**src/sv/cbor_header_decoder_defines.svh**
```systemverilog
// Assertion macros for the header decoder top level.
`ifndef CBOR_HEADER_DECODER_DEFINES_SVH
`define CBOR_HEADER_DECODER_DEFINES_SVH

`ifndef ASSERT_OFF
// Check that an antecedent implies a consequent on every clock.
`define CBOR_ASSERT_IMPL(label, ante, cons, msg) \
	label: assert property (@(posedge clk) disable iff (!arst_n) (ante) |-> (cons)) \
		else $error(msg);
// Check that a condition never holds.
`define CBOR_ASSERT_NEVER(label, cond, msg) \
	label: assert property (@(posedge clk) disable iff (!arst_n) !(cond)) \
		else $error(msg);
`else
`define CBOR_ASSERT_IMPL(label, ante, cons, msg)
`define CBOR_ASSERT_NEVER(label, cond, msg)
`endif

`endif

```
**src/sv/cbor_hdr_pkg.sv**
```systemverilog
// Types and constants for the CBOR item header decoder.
package cbor_hdr_pkg;

	// Parser phase, one-hot
	typedef enum logic [2:0] {
		PH_HEADER = 3'b001,
		PH_ARG    = 3'b010,
		PH_SKIP   = 3'b100
	} phase_t;

	// Major types with special handling
	localparam logic [2:0] TYPE_NEG   = 3'd1;
	localparam logic [2:0] TYPE_TEXT  = 3'd3;
	localparam logic [2:0] TYPE_ARRAY = 3'd4;
	localparam logic [2:0] TYPE_TAG   = 3'd6;

	// Additional info boundaries
	localparam logic [4:0] INFO_DIRECT_MAX = 5'd23;
	localparam logic [4:0] INFO_ARG_MAX    = 5'd27;

	localparam logic [7:0] COUNT_MAX = 8'hFF;

	// One decoded item
	typedef struct packed {
		logic [2:0]         major_type;
		logic signed [63:0] item_value;
		logic               has_tag;
		logic [7:0]         tag_value;
		logic [7:0]         header_bytes;
		logic               length_clamped;
	} result_t;

	// Handshake between parser and result register
	typedef struct packed {
		logic step;   // parser consumes the staged byte
		logic emit;   // staged byte completes an item
	} step_ctrl_t;

endpackage

```
**src/sv/cbor_hdr_parse.sv**
```systemverilog
// Header parser: state registers and the per-byte decode step.
module cbor_hdr_parse
	import cbor_hdr_pkg::*;
(
	input  logic        clk,
	input  logic        arst_n,
	input  logic        step,
	input  logic [7:0]  byte_in,
	input  logic [31:0] limit_in,
	output logic        emit,
	output result_t     result
);

	phase_t      phase_q, phase_nxt;
	logic [7:0]  rem_q, rem_nxt, rem_dec;
	logic [63:0] acc_q, acc_nxt, acc_or;
	logic [2:0]  idx_q, idx_nxt;
	logic [4:0]  info_q, info_nxt;
	logic [2:0]  type_q, type_nxt;
	logic        tag_seen_q, tag_seen_nxt;
	logic [7:0]  tag_q, tag_nxt;
	logic [7:0]  cnt_q, cnt_nxt, cnt_inc;
	logic        fin;
	logic [2:0]  fin_type;
	logic [63:0] fin_value;
	logic [63:0] out_value;
	logic        clamped;

	assign cnt_inc = (cnt_q == COUNT_MAX) ? cnt_q : cnt_q + 8'd1;
	assign rem_dec = (rem_q != 8'd0) ? rem_q - 8'd1 : rem_q;
	assign acc_or  = acc_q | ({56'd0, byte_in} << {idx_q, 3'b000});

	// Decode one byte and work out the next state
	always_comb begin
		phase_nxt = phase_q;
		rem_nxt   = rem_q;
		acc_nxt   = acc_q;
		idx_nxt   = idx_q;
		info_nxt  = info_q;
		type_nxt  = type_q;
		fin       = 1'b0;
		fin_type  = type_q;
		fin_value = acc_or;
		case (phase_q)
			PH_ARG: begin
				rem_nxt = rem_dec;
				acc_nxt = acc_or;
				idx_nxt = idx_q + 3'd1;
				fin     = (rem_dec == 8'd0);
			end
			PH_SKIP: begin
				rem_nxt   = rem_dec;
				fin       = (rem_dec == 8'd0);
				fin_value = {59'd0, info_q};
			end
			default: begin
				type_nxt  = byte_in[7:5];
				info_nxt  = byte_in[4:0];
				fin_type  = byte_in[7:5];
				fin_value = {59'd0, byte_in[4:0]};
				acc_nxt   = '0;
				idx_nxt   = '0;
				if (byte_in[4:0] <= INFO_DIRECT_MAX) begin
					fin = 1'b1;
				end else if (byte_in[4:0] <= INFO_ARG_MAX) begin
					phase_nxt = PH_ARG;
					rem_nxt   = 8'd1 << byte_in[1:0];
				end else begin
					phase_nxt = PH_SKIP;
					rem_nxt   = 8'd16 << byte_in[1:0];
				end
			end
		endcase
		// Return to header phase on completion
		if (fin) begin
			phase_nxt = PH_HEADER;
			rem_nxt   = '0;
			acc_nxt   = '0;
			idx_nxt   = '0;
		end
	end

	// Form the result and update tag and byte count
	always_comb begin
		emit         = fin && (fin_type != TYPE_TAG);
		clamped      = 1'b0;
		out_value    = fin_value;
		tag_seen_nxt = tag_seen_q;
		tag_nxt      = tag_q;
		cnt_nxt      = cnt_inc;
		if (fin_type == TYPE_NEG) begin
			out_value = 64'd0 - fin_value;
		end else if ((fin_type == TYPE_ARRAY || fin_type == TYPE_TEXT)
				&& fin_value > {32'd0, limit_in}) begin
			out_value = {32'd0, limit_in};
			clamped   = 1'b1;
		end
		if (fin && fin_type == TYPE_TAG && !tag_seen_q) begin
			tag_seen_nxt = 1'b1;
			tag_nxt      = fin_value[7:0];
		end
		if (emit) begin
			tag_seen_nxt = 1'b0;
			tag_nxt      = '0;
			cnt_nxt      = '0;
		end
		result.major_type     = fin_type;
		result.item_value     = out_value;
		result.has_tag        = tag_seen_q;
		result.tag_value      = tag_seen_q ? tag_q : 8'd0;
		result.header_bytes   = cnt_inc;
		result.length_clamped = clamped;
	end

	// Advance parser state on each consumed byte
	always_ff @(posedge clk or negedge arst_n) begin
		if (!arst_n) begin
			phase_q    <= PH_HEADER;
			rem_q      <= '0;
			acc_q      <= '0;
			idx_q      <= '0;
			info_q     <= '0;
			type_q     <= '0;
			tag_seen_q <= 1'b0;
			tag_q      <= '0;
			cnt_q      <= '0;
		end else if (step) begin
			phase_q    <= phase_nxt;
			rem_q      <= rem_nxt;
			acc_q      <= acc_nxt;
			idx_q      <= idx_nxt;
			info_q     <= info_nxt;
			type_q     <= type_nxt;
			tag_seen_q <= tag_seen_nxt;
			tag_q      <= tag_nxt;
			cnt_q      <= cnt_nxt;
		end
	end

endmodule

```
**src/sv/cbor_hdr_outreg.sv**
```systemverilog
// Result register that holds one decoded item until it is taken.
module cbor_hdr_outreg
	import cbor_hdr_pkg::*;
(
	input  logic       clk,
	input  logic       arst_n,
	input  step_ctrl_t ctrl,
	input  result_t    result_in,
	input  logic       out_ready,
	output logic       out_free,
	output logic       out_valid,
	output result_t    result_out
);

	logic    valid_q;
	result_t res_q;
	logic    load;

	assign out_free  = !valid_q || out_ready;
	assign load      = ctrl.step && ctrl.emit;
	assign out_valid = valid_q;
	assign result_out = res_q;

	// Track valid: set on load, clear when taken
	always_ff @(posedge clk or negedge arst_n) begin
		if (!arst_n) begin
			valid_q <= 1'b0;
		end else if (load) begin
			valid_q <= 1'b1;
		end else if (out_ready) begin
			valid_q <= 1'b0;
		end
	end

	// Capture payload
	always_ff @(posedge clk) begin
		if (load) begin
			res_q <= result_in;
		end
	end

endmodule

```
**src/sv/cbor_header_decoder.sv**
```systemverilog
// Top level of the CBOR item header decoder.
//
// chan | handshake           | fields
// -----+---------------------+------------------------------------------------------------
// in   | in_valid/in_ready   | data_byte length_limit
// out  | out_valid/out_ready | major_type item_value has_tag tag_value header_bytes length_clamped
//
// One byte per cycle while the output is not stalled: a byte waits in the input
// register and the parser decodes it in one pass into the result register, so
// out_valid rises once the byte completing a header has passed both registers.
// Reset clears the parser to the header phase and empties both registers.
// A stalled output blocks only bytes that complete an item; other bytes
// keep flowing through the parser.
`include "cbor_header_decoder_defines.svh"

module cbor_header_decoder
	import cbor_hdr_pkg::*;
(
	input  logic               clk,
	input  logic               arst_n,
	input  logic               in_valid,
	output logic               in_ready,
	input  logic [7:0]         data_byte,
	input  logic [31:0]        length_limit,
	output logic               out_valid,
	input  logic               out_ready,
	output logic [2:0]         major_type,
	output logic signed [63:0] item_value,
	output logic               has_tag,
	output logic [7:0]         tag_value,
	output logic [7:0]         header_bytes,
	output logic               length_clamped
);

	logic        valid_s1;
	logic [7:0]  byte_s1;
	logic [31:0] limit_s1;
	logic        emit;
	logic        out_free;
	logic        clamp_ok;
	step_ctrl_t  ctrl;
	result_t     parse_res;
	result_t     out_res;

	// Consume the staged byte when its result has room
	assign ctrl.emit = emit;
	assign ctrl.step = valid_s1 && (!emit || out_free);
	assign in_ready  = !valid_s1 || ctrl.step;

	// Input register
	always_ff @(posedge clk or negedge arst_n) begin
		if (!arst_n) begin
			valid_s1 <= 1'b0;
		end else if (in_ready) begin
			valid_s1 <= in_valid;
		end
	end

	always_ff @(posedge clk) begin
		if (in_valid && in_ready) begin
			byte_s1  <= data_byte;
			limit_s1 <= length_limit;
		end
	end

	cbor_hdr_parse u_parse (
		.clk      (clk),
		.arst_n   (arst_n),
		.step     (ctrl.step),
		.byte_in  (byte_s1),
		.limit_in (limit_s1),
		.emit     (emit),
		.result   (parse_res)
	);

	cbor_hdr_outreg u_outreg (
		.clk        (clk),
		.arst_n     (arst_n),
		.ctrl       (ctrl),
		.result_in  (parse_res),
		.out_ready  (out_ready),
		.out_free   (out_free),
		.out_valid  (out_valid),
		.result_out (out_res)
	);

	assign major_type     = out_res.major_type;
	assign item_value     = out_res.item_value;
	assign has_tag        = out_res.has_tag;
	assign tag_value      = out_res.tag_value;
	assign header_bytes   = out_res.header_bytes;
	assign length_clamped = out_res.length_clamped;

	// A clamped length is a text or array length that fits the 32-bit limit
	assign clamp_ok = (major_type == TYPE_TEXT || major_type == TYPE_ARRAY)
		&& item_value[63:32] == 32'd0;

	`CBOR_ASSERT_NEVER(a_no_tag_out, out_valid && major_type == TYPE_TAG, "tag header emitted as item")
	`CBOR_ASSERT_IMPL(a_count_nonzero, out_valid, header_bytes != 8'd0, "result with zero byte count")
	`CBOR_ASSERT_IMPL(a_tag_zero, out_valid && !has_tag, tag_value == 8'd0, "tag value without tag")
	`CBOR_ASSERT_IMPL(a_clamp_type, out_valid && length_clamped, clamp_ok, "bad clamped result")

endmodule
```
**config.mk**
```make
export PLATFORM = sky130hd
export DESIGN_NAME = cbor_header_decoder
export DESIGN_NICKNAME = d
export VERILOG_FILES = /design/src/sv/cbor_hdr_pkg.sv /design/src/sv/cbor_hdr_parse.sv /design/src/sv/cbor_hdr_outreg.sv /design/src/sv/cbor_header_decoder.sv
export VERILOG_INCLUDE_DIRS = /design/src /design/src/sv
export SDC_FILE = /design/constraint.sdc
export NUM_CORES = 1
export LEC_CHECK = 0
export ABC_AREA = 0
export BUFFER_PORTS_ARGS = -buffer_cell sky130_fd_sc_hd__clkbuf_2
export CORE_ASPECT_RATIO = 1.75
export CORE_MARGIN = 5
export CORE_UTILIZATION = 40
export CTS_CLUSTER_SIZE = 10
export DETAILED_ROUTE_END_ITERATION = 16
export GPL_ROUTABILITY_DRIVEN = 0
export HOLD_SLACK_MARGIN = 0.02
export MAX_ROUTING_LAYER = met4
export PLACE_DENSITY = 0.61
export SYNTH_ARGS = -nofsm -noshare
export SYNTH_HDL_FRONTEND = slang
export SYNTH_HIERARCHICAL = 1
export SYNTH_SLANG_ARGS = --single-unit
```
**constraint.sdc**
```tcl
create_clock -name clk -period 4.8 [get_ports clk]
set_input_delay 0.72 -clock clk [delete_from_list [all_inputs] [get_ports clk]]
set_output_delay 0.72 -clock clk [all_outputs]
set_load 0.01 [all_outputs]
```
# After elaboration in Yosys (flattened, before gate mapping)
# Cells that the tools add are included.
[totals]
register_bits = 230
in_bits = 44
out_inout_bits = 87
[op_classes]
add_sub_neg = 4
n_lt_le_gt_ge = 3
eq_ne = 12
shift = 3
muxes = 28
bitwise_logic = 2
reduce_logical = 25
[ops]
columns = ["operator", "count"]
rows = [
  ["$pmux 64 s2", 2],
  ["$mux 64", 3],
  ["$mux 8", 9],
  ["$gt 64x32->1", 1],
  ["$or 64x64->64", 1],
  ["$shl 8x6->64", 1],
  ["$sub 1x64->64 const A", 1],
  ["$mux 3", 6],
  ["$le 5x5->1 const B", 2],
  ["$eq 3x3->1 const B", 3],
  ["$add 8x1->8 const B", 1],
  ["$eq 8x8->1 const B", 1],
  ["$logic_not 8->1", 1],
  ["$reduce_and 2->1", 4],
  ["$reduce_bool 8->1", 1],
  ["$shl 1x2->8 const A", 1],
  ["$shl 5x2->8 const A", 1],
  ["$sub 8x1->8 const B", 1],
  ["$logic_and 1x1->1", 7],
  ["$mux 1", 7],
  ["$eq 3x2->1 const B", 2],
  ["$ne 2x1->1 const B", 3],
  ["$pmux 3 s2", 1],
  ["$logic_not 1->1", 4],
  ["9 further kinds", 13],
]

# Depth between registers and ports, before layout
[logic_depth]
ltp_word = 10
mapped_depth = 17
depth_no_buf = 14

# Hierarchy
# Netlist, hierarchy kept.
[modules_own_cells]
columns = ["module", "n_inst", "cells_each", "area_per_inst_um2", "seq_area_each_um2"]
rows = [
  ["cbor_hdr_parse", 1, 1234, 9325.2, 2578.7],
  ["cbor_hdr_outreg", 1, 90, 2605.0, 2577.5],
  ["cbor_header_decoder", 1, 46, 1272.5, 1226.2],
]

# Worst setup path before layout
# Ideal clock, no wire load.
[synth_path]
path_kind = "reg2reg"
startpoint = "register u_parse.rem_q[3]"
endpoint = "register u_outreg.res_q (netlist bit u_outreg/result_out[0]), enable pin"
setup_time_ns = 0.438
arrival_ns = 4.416
required_time_ns = 4.362
setup_slack_ns = -0.054
path_stages_with_launch = 12
synth_period_minus_slack_ns = 4.854
path_cell_list = "dfrtp_1 clkbuf_1 nor4_1 nand3_1 nor4b_1 nand4_1 a31o_2 clkbuf_1 nor2_1 a21boi_0 nand2_1 inv_1"
[synth_rtl]
columns = ["item", "line_no", "source"]
rows = [
  ["from (decl)", "cbor_hdr_parse.sv:15", "logic [7:0] rem_q, rem_nxt, rem_dec;"],
  ["from (signal assigned)", "cbor_hdr_parse.sv:129", "rem_q <= rem_nxt;"],
  ["to (signal assigned)", "cbor_hdr_outreg.sv:38", "res_q <= result_in;"],
  ["to (decl)", "cbor_hdr_outreg.sv:16", "result_t res_q;"],
]

==> flow_summary.ini <==
[detailed_routing]
vias = 11946
drt-wirelength-per-cell_um = 22.7
wirelength_um = 44700
viasPerCell = 6.07
drc = 0
final_antenna_net_count = 0
drtPass1Iterations = 8
drt_iter0_drc = 979

[synth]
synth_area_leaders = edfxtp_1 28%, dfrtp_1 20%, nand2_1 4.3%, nor2_1 3.8%, ha_1 3.5%
synth_seq_cells = 230
netlist_instances = 1370
syn_avg_cell_area_um2 = 9.64
yosysUniqueCellTypes = 85
synth_ff_type = edfxtp_1
ys_seq_area_share_pct = 48.3
synth_top_area_share_pct = 28.4
syn-cell-area_mm2 = 0.0132
synth_edf_count = 125
synth_top_cell_by_area = edfxtp_1
ys_warn_count = 6
syn_nets = 1451
synth_async_sr_flop_share_pct = 45.7

[cells_and_area]
multi_input_area_mm2 = 0.00624
regArea_mm2 = 0.00638
final_area_mm2 = 0.0156
final_nets = 1622
area_growth_pct = 18.5
drive_gt1_share_pct = 20.9
antenna_cells = 0
nFillCells = 3122

[placed_design]
place_area_mm2 = 0.0148
port_buffers = 130
dpl.hpwl_um = 34000

[global_route]
grtUsageTotal_pct = 24.3
antenna_found_initial = 0
grt_max_degree = 58
grt_pass1_vias = 11756
grt_pass1_wl_um = 68400
grt_overflow = 0

[setup_path]
crit_arrival_ns = 4.92
crit_type = reg2reg
cp_data_required_time_ns = 5.08
worst-r2r-cell-count = 14
end_kind = flip-flop
r2r_setup_slack_ns = 0.17
critPathLaunchType = flip-flop
cp_max_fo = 13

[flow_run]
drv_cap = 0

[power]
power.total_mw = 5.29
powerDensity_mw_per_mm2 = 338
max-vdd-ir-drop_v = 0.000246
leakagePower_nw = 6.57

[clocking]
clk_latency_ns = 0.56
cts_tree = yes
cts_made_buffers = 27
cts_root_buf = clkbuf_16
cts.sinks = 230
clkTransAtPathRegs_ns = 0.06
cts_setup_buffers = 0
htreeDepth = 1
clk_path_buf_depth = 3

[timing]
finalSetupTns_ns = 0
period_share_pct = 96.5
hold-worst-slack_ns = 0.0696
clock_skew_ns = 0.0273
clock.fmax_ghz = 0.216
min_period_ns = 4.63
final_max_slew_viol_count = 0
final_hold_viol_count = 0
tightest_slew_ns = 0.940
slew_headroom_pct = 36.8
setup_viol = 0
rsz0062_at_grt = false

[run_status]
status = complete, no violations

[floorplan]
fp.dieW_um = 147
start_util_pct = 40.2
core-area_mm2 = 0.0328
die_area_mm2 = 0.0369
ios = 131
rows = 88
fp.dieH_um = 250

[min_path]
hp-class = in2async
==> power by group <==
group	internal (mW)	switching, mW	leakage [nW]
Combinational	0.346	0.641	3.55
Clock	1.07	0.803	0.373
Sequential	2.31	0.117	2.65
Total	3.73	1.56	6.57
==> placed cells by master (no fill, tap or decap), types with 11 or more instances in the layout <==
cell,count
clkbuf_2,129
nor2b_1,14
a31oi_1,40
nand4_1,19
inv_1,58
a21oi_1,87
o21ai_0,63
o221a_2,13
and2_1,18
ha_1,37
clkbuf_16,27
nand2_1,152
o31ai_1,57
nor4_1,14
edfxtp_1,125
mux2i_1,20
nor2_1,132
dfrtp_1,103
nand3_1,42
o21a_1,11
buf_4,103
clkbuf_1,20
nor3_1,27
nor4bb_1,12
==> metrics by stage <==
| step | util [%] | setup slack [ns] | std cells |
|---|---|---|---|
| floorplan | - | 0.159 | 1370 |
| global placement | 45.2 | 0.321 | 1917 |
| detailed placement | 45.2 | 0.217 | 1917 |
| CTS | 47.6 | 0.191 | 1967 |
| global route | 47.7 | 0.00431 | 1967 |
| finish | 47.7 | 0.168 | 1967 |
==> worst paths after layout <==
kind	startpoint	to
worst max-delay path	u_parse/idx_q[1]	u_outreg/result_out[28]
worst min-delay path	arst_n	u_parse/acc_q[19]
worst max register to register	u_parse/idx_q[1]	u_outreg/result_out[28]
worst min register to register	u_parse/tag_q[0]	u_parse/tag_q[0]
max in group asynchronous	arst_n	u_parse/tag_q[0]
min in group clk	length_limit[3]	limit_s1[3]
==> metal layers <==
metal	vias to the layer above	global-route usage (%)	part of all wire, %
met5	-	-	0
met4	0	13.4	6.3
met3	142	2.75	6.3
met2	563	42.1	51
met1	5722	27.1	37
li1	5519	-	-
==> state kept, by name (all words and copies together), names as in the netlist, 5 cells and up <==
signal               cells
byte_s1                  8
limit_s1                32
u_outreg/result_out     85
u_parse/acc_q           64
u_parse/cnt_q            8
u_parse/info_q           5
u_parse/rem_q            8
u_parse/tag_q            8
==> kinds of logic after synthesis <==
kind of cell / share of synthesized area [%]
AO/OA/AOI/OAI: 21.7
XOR/XNOR: 0.663
adder cells (fa/ha/maj): 3.51
buffers and inverters: 4.66
flip-flops: 48.3
multiplexers: 2.28
AND/OR/NAND/NOR: 18.9
==> synth_stat cells, types with 7 or more instances <==
library cell / n
dfrtp_1: 104
nor4bb_1: 12
o211ai_1: 9
nor4_1: 14
a2111oi_0: 9
or2_2: 8
o221a_2: 13
o31ai_1: 58
a21oi_1: 87
buf_2: 18
nor3_1: 28
and2_1: 18
edfxtp_1: 125
ha_1: 37
nor2b_1: 14
mux2_2: 9
nand3_1: 43
mux2i_1: 20
nand4_1: 19
o21ai_0: 63
nor2_1: 132
nand2b_1: 9
o21a_1: 11
o2bb2ai_1: 8
xnor2_1: 7
clkbuf_1: 71
o22ai_1: 8
a22o_1: 10
a211oi_1: 11
nand2_1: 152
a31oi_1: 40
a21o_1: 8
inv_1: 59
o32ai_1: 7
nor3b_1: 10
==> critical path, cell delays in order, from the launching register on <==
cell       delay [ns]
dfrtp_1          0.48
buf_4            0.25
nor3_1           0.10
o211a_1          0.23
a2111oi_2        0.52
inv_1            0.09
ha_1             0.33
a21oi_1          0.16
a2111oi_0        0.11
or4b_2           0.63
a221o_1          0.36
o41ai_4          0.31
buf_12           0.17
nand2_1          0.27
o221a_2          0.36
==> area by class of cell <==
type,instances,share of cell area [%]
Tap cell,405,3.24
Clock inverter,2,0.0960
Multi-Input combinational cell,986,39.9
Inverter,60,1.46
Clock buffer,48,4.89
Sequential cell,230,40.8
Timing Repair Buffer,236,9.58
==> what timing repair did <==
item,in CTS,in global routing
setup endpoints to repair,0,18
gates resized for setup,0,4
hold buffers,0,0
endpoints found under the hold margin,0,0
Note: power is estimated with default switching activity, not from simulation.
